--- config.mk ---
export PLATFORM = sky130hd
export DESIGN_NAME = rau_engine
export DESIGN_NICKNAME = d
export VERILOG_FILES = /design/src/hdl/rau_pkg.sv /design/src/hdl/rau_engine.sv
export SDC_FILE = /design/constraint.sdc
export NUM_CORES = 2
export LEC_CHECK = 0
export BUFFER_PORTS_ARGS = -buffer_cell sky130_fd_sc_hd__buf_2
export CAP_MARGIN = 30
export CORE_MARGIN = 2
export CORE_UTILIZATION = 39
export CTS_CLUSTER_DIAMETER = 80
export CTS_CLUSTER_SIZE = 10
export DETAILED_ROUTE_END_ITERATION = 10
export PLACE_DENSITY = 0.61
export SLEW_MARGIN = 10
export SYNTH_ARGS = -nofsm -noshare
export SYNTH_HDL_FRONTEND = slang
export SYNTH_SLANG_ARGS = --single-unit
--- constraint.sdc ---
create_clock -name clk -period 7.7 [get_ports clk]
set_input_delay 1.155 -clock clk [delete_from_list [all_inputs] [get_ports clk]]
set_output_delay 1.155 -clock clk [all_outputs]
set_load 0.1 [all_outputs]
--- src/hdl/rau_pkg.sv ---
// Shared types, codes and helpers for the rational arithmetic unit.
`default_nettype none
package rau_pkg;

  localparam int WORD_BITS = 32;
  localparam logic [31:0] WORD_MASK = 32'((64'd1 << WORD_BITS) - 64'd1);
  localparam logic [63:0] WORD_LIM  = (64'd1 << (WORD_BITS - 1)) - 64'd1;

  localparam logic [2:0] MODE_ADD   = 3'd0;
  localparam logic [2:0] MODE_SUB   = 3'd1;
  localparam logic [2:0] MODE_MUL   = 3'd2;
  localparam logic [2:0] MODE_DIV   = 3'd3;
  localparam logic [2:0] MODE_LESS  = 3'd4;
  localparam logic [2:0] MODE_EQUAL = 3'd5;
  localparam logic [2:0] MODE_NEG   = 3'd6;
  localparam logic [2:0] MODE_INV   = 3'd7;

  localparam logic [1:0] ST_OK       = 2'd0;
  localparam logic [1:0] ST_ZERO_DEN = 2'd1;
  localparam logic [1:0] ST_DIV_ZERO = 2'd2;
  localparam logic [1:0] ST_OVERFLOW = 2'd3;

  typedef struct packed {
    logic [2:0]         mode;
    logic signed [31:0] a_num;
    logic signed [31:0] a_den;
    logic signed [31:0] b_num;
    logic signed [31:0] b_den;
  } rau_in_t;

  typedef struct packed {
    logic signed [31:0] res_num;
    logic [30:0]        res_den;
    logic               compare_flag;
    logic [1:0]         status;
  } rau_out_t;

  typedef enum logic [1:0] {
    EOP_GCD,
    EOP_DIV,
    EOP_MUL
  } eng_op_t;

  typedef struct packed {
    logic        start;
    eng_op_t     op;
    logic [63:0] x;
    logic [63:0] y;
  } eng_req_t;

  typedef struct packed {
    logic        done;
    logic [63:0] res;
  } eng_rsp_t;

  typedef enum logic [4:0] {
    S_IDLE, S_RG, S_RN, S_RD, S_RET, S_MODE, S_CHECK,
    S_AG, S_AT1, S_AT2, S_AP1, S_AP2, S_AP3, S_AC,
    S_MG1, S_MG2, S_MQ1, S_MQ2, S_MQ3, S_MQ4, S_MP1, S_MP2,
    S_LP1, S_LP2, S_LC
  } rau_state_t;

  typedef enum logic [1:0] {
    RET_A,
    RET_B,
    RET_R
  } rau_ret_t;

  // Sign of a word taken as WORD_BITS-bit two's complement.
  function automatic logic word_sign(logic [31:0] v);
    return v[WORD_BITS-1];
  endfunction

  // Magnitude of a word taken as WORD_BITS-bit two's complement.
  function automatic logic [31:0] word_mag(logic [31:0] v);
    logic [31:0] w;
    w = v & WORD_MASK;
    if (v[WORD_BITS-1]) w = w | ~WORD_MASK;
    return w[31] ? (32'd0 - w) : w;
  endfunction

endpackage
`default_nettype wire

--- src/hdl/rau_engine.sv ---
// Shared engine: binary gcd, 64-bit restoring divide, 32x32 multiply.
`default_nettype none
module rau_engine import rau_pkg::*; (
  input  wire logic     clk,
  input  wire logic     rst_n,
  input  wire eng_req_t req,
  output eng_rsp_t      rsp
);

  logic        busy_r, busy_nxt;
  eng_op_t     op_r, op_nxt;
  logic [63:0] u_r, u_nxt;
  logic [63:0] v_r, v_nxt;
  logic [63:0] rem_r, rem_nxt;
  logic [5:0]  k_r, k_nxt;
  logic [5:0]  cnt_r, cnt_nxt;
  logic        done_r, done_nxt;
  logic [63:0] res_r, res_nxt;
  logic [64:0] rem_sh;
  logic [64:0] rem_sub;
  logic        qbit;

  always_ff @(posedge clk) begin
    if (!rst_n) begin
      busy_r <= 1'b0;
      done_r <= 1'b0;
    end else begin
      busy_r <= busy_nxt;
      done_r <= done_nxt;
    end
    op_r  <= op_nxt;
    u_r   <= u_nxt;
    v_r   <= v_nxt;
    rem_r <= rem_nxt;
    k_r   <= k_nxt;
    cnt_r <= cnt_nxt;
    res_r <= res_nxt;
  end

  assign rem_sh  = {rem_r, u_r[63]};
  assign rem_sub = rem_sh - {1'b0, v_r};
  assign qbit    = (rem_sh >= {1'b0, v_r});

  always_comb begin
    busy_nxt = busy_r;
    op_nxt   = op_r;
    u_nxt    = u_r;
    v_nxt    = v_r;
    rem_nxt  = rem_r;
    k_nxt    = k_r;
    cnt_nxt  = cnt_r;
    res_nxt  = res_r;
    done_nxt = 1'b0;
    if (!busy_r) begin
      if (req.start) begin
        op_nxt  = req.op;
        u_nxt   = req.x;
        v_nxt   = req.y;
        rem_nxt = '0;
        k_nxt   = '0;
        cnt_nxt = '0;
        if (req.op == EOP_MUL) begin
          res_nxt  = 64'(req.x[31:0]) * 64'(req.y[31:0]);
          done_nxt = 1'b1;
        end else begin
          busy_nxt = 1'b1;
        end
      end
    end else begin
      unique case (op_r)
        EOP_GCD: begin
          priority if (u_r == 64'd0 || v_r == 64'd0) begin
            res_nxt  = (u_r | v_r) << k_r;
            done_nxt = 1'b1;
            busy_nxt = 1'b0;
          end else if (!u_r[0] && !v_r[0]) begin
            u_nxt = u_r >> 1;
            v_nxt = v_r >> 1;
            k_nxt = k_r + 6'd1;
          end else if (!u_r[0]) begin
            u_nxt = u_r >> 1;
          end else if (!v_r[0]) begin
            v_nxt = v_r >> 1;
          end else if (u_r >= v_r) begin
            u_nxt = (u_r - v_r) >> 1;
          end else begin
            v_nxt = (v_r - u_r) >> 1;
          end
        end
        EOP_DIV: begin
          // shift one dividend bit into the remainder, quotient bit into u
          if (qbit) rem_nxt = rem_sub[63:0];
          else      rem_nxt = rem_sh[63:0];
          u_nxt   = {u_r[62:0], qbit};
          cnt_nxt = cnt_r + 6'd1;
          if (cnt_r == 6'd63) begin
            res_nxt  = {u_r[62:0], qbit};
            done_nxt = 1'b1;
            busy_nxt = 1'b0;
          end
        end
        default: begin
          busy_nxt = 1'b0;
        end
      endcase
    end
  end

  assign rsp.done = done_r;
  assign rsp.res  = res_r;

endmodule
`default_nettype wire

==> metrics <==
critical path class=input port to flip-flop; clock sinks=272; share of cells above drive strength 1=0.136; Post-synth EDFFs=270; Slew Limit Fails=0; number of synthesis warnings=0; count of final hold-check violations=0; Root Driver=clkbuf_16; drc violations=0; synthesized area per cell=about 8.7 µm²; CTS tree=built; R2R setup slack=around 2.0 ns; CP Capture Type=flip-flop; worst r2r path cells=13; Clock Skew=0.0460 ns; FF-to-FF End=u_r[18]; CP Data Required Time=about 8 ns; die width=403 µm; gpl congestion=1.01; CTS Buffer Depth=3; Final ANT Viol Nets=0; Tcrit/Tclk final=1.03; die area=around 160000 µm²; CP Buf/Inv Count=5; vias post-DR=approximately 55000; area share of fa/ha/maj cells after synthesis=0.394; status=finished with violations; core region area=approximately 160000 µm²; cell mode on critical path=fa_1; Seq/Total Area, Yosys=0.131; Initial Util=0.393; final worst path period need=7.92 ns; final worst-path setup slack=-0.219 ns; Critical Path End=res_r[62]; Skew-Pair Late Insertion Delay=slightly below 0.6 ns; crit path launch type=input port; largest family of logic cells by synthesized area=adder cells; worst r2r src=u_r[1]; crit path max fanout=5; row cnt=~150; complex-gate fraction of the synthesized area=0.143; Max Cap Viol=0; DPL Wire Length=between 200000 and 250000 µm; Global Route Usage Sum=0.300; layout overhead on the synthesized area=14.0%; Nets=~9000; CP max stage cell=or4b_4; Post-Syn Area=62200 µm²; CP delay by family, top=adder cells; unique cell type count in the Yosys netlist=104; largest net degree at the start of global routing=between 70 and 80; Iter 0 DRT Violations=about 5600; H-tree depth=2; total wire length=about 250000 µm; hold crit path type=flip-flop to flip-flop; logic depth of the worst path, buffers included=26; Via-to-Cell Ratio=approximately 5.8; count of input and output buffers=197; clock-pin slew on the worst setup and hold paths=~0.05 ns; Pre-Repair DR Iteration Count=9; Setup crit start=req[77]; DR WL/cell=roughly 26 µm; grt total ovfl=0; Area after DPL=a little under 70000 µm²; #FFs+latches synth=~270; post-placement setup slack=-0.988 ns; relative slew slack=0.263; hold_ws=just under 0.6 ns; RSZ-0062 raised after global routing=yes; vias in the first global route=~56000; Synth Area in XOR/XNOR=0.0335; Least-Margin Pin Slew=between 1 and 1.5 ns; io pins=a little under 200; Synth Flop Type=edfxtp_1; Synth Instances=7161; Fmax=~0.13 GHz; multiplexer share of the synthesized area=0.0322; Crit path arrival time=8.24 ns; fin area=around 71000 µm²; Final setup viols=17; CTS Buf Count=36; slowest stage delay, CP=about 0.57 ns; die height=403 µm; initial antenna violation count=19; Syn Nets=between 8000 and 9000; fin util=0.448; post-synthesis simple-gate area fraction=0.172; post-synthesis async set-or-reset flop share=0; first-pass GRT wire length=around 370000 µm; failing checks=setup timing
==> cells by family (layout without fill, tap and decap cells) <==
group | count (synthesis) | after routing
adder cells (fa/ha/maj) | 1420 | 1420
flip-flops | 272 | 272
other | 0 | 8
AND/OR/NAND/NOR | 2206 | 2206
multiplexers | 133 | 133
XOR/XNOR | 238 | 238
AO/OA/AOI/OAI | 1350 | 1350
buffers and inverters | 1542 | 1846
==> layout make-up <==
class	instances	area, µm²
fillers	15300	87500
flip-flops and latches	272	8150
inverters	1110	4170
clock buffers	45	977
multi-input cells	5347	49200
clock inverters	10	71.3
diodes	8	20.0
repair buffers	681	5720
well taps	2072	2590
==> timing repair <==
item	in CTS	in global routing
pin swaps	77	105
gates cloned	3	6
hold buffers	0	0
setup endpoints to repair	33	35
buffers inserted	17	14
gates resized for setup	134	203
==> cells in the mapped netlist, types with 32 or more instances <==
cell      instances  area (µm²)
o21ai_0         226        1130
edfxtp_1        270        8110
o31ai_1          38         285
clkbuf_1        369        1390
ha_1            521        6520
inv_1          1095        4110
a31oi_1          41         257
o221ai_1         41         359
nor2b_1          32         200
o21bai_1         86         646
a211oi_1         34         255
nor4_1           68         425
a21o_1           91         683
nand2_1         792        2970
nand4_1          53         332
a221oi_1         52         455
xnor2_1         190        1660
mux4_2           53        1190
buf_2            43         215
nor3_1           78         390
mux2i_1          74         741
xor2_1           48         420
nor2_1          412        1550
fa_1            899       18000
o211ai_1         44         330
and2_1          597        3730
nand3_1          64         320
a21oi_1         420        2100
==> flip-flops by register name (all words and copies together), names as in the netlist <==
name,flops
v_r,64
res_r,64
u_r,64
rem_r,64
cnt_r,6
done_r,1
k_r,6
op_r,2
busy_r,1
==> worst min path at each step <==
stage / from / end / slack [ns] / depth (start not counted)
after global routing: rem_r[18] / rem_r[19] / 0.62 / 2
final: cnt_r[0] / cnt_r[0] / 0.59 / 1
after floorplan: cnt_r[0] / cnt_r[0] / 0.55 / 1
after CTS: cnt_r[0] / cnt_r[0] / 0.59 / 1
after global placement: rem_r[18] / rem_r[19] / 0.57 / 2
after detailed placement: cnt_r[0] / cnt_r[0] / 0.58 / 1
==> cell usage in the layout (no fill, tap or decap), drive strengths merged, types with 256 or more instances in the layout <==
cell    Yosys  routed
edfxtp    270     270
and2      597     597
a21oi     422     422
o21ai     256     256
nand2     793     793
fa        899     899
buf        63     661
ha        521     521
inv      1101    1103
nor2      413     413
==> stage by stage <==
stage                     std cells  setup TNS [ns]
after floorplan                7161           -4.09
after global placement         9439          -27.68
after detailed placement       9443          -29.95
after CTS                      9518           -1.37
after global routing           9538           -5.98
final                          9545           -1.51
==> metal layers <==
layer | vias to the layer above | part of all wire | global-route usage
li1 | 24100 | - | -
met1 | 28100 | 0.42 | 0.415
met2 | 2639 | 0.44 | 0.460
met3 | 430 | 0.099 | 0.0646
met4 | 20 | 0.044 | 0.112
met5 | - | 0.00049 | 0
Power is not shown: default switching activity piles up to over one toggle a cycle in this logic, so the estimate is an artifact.
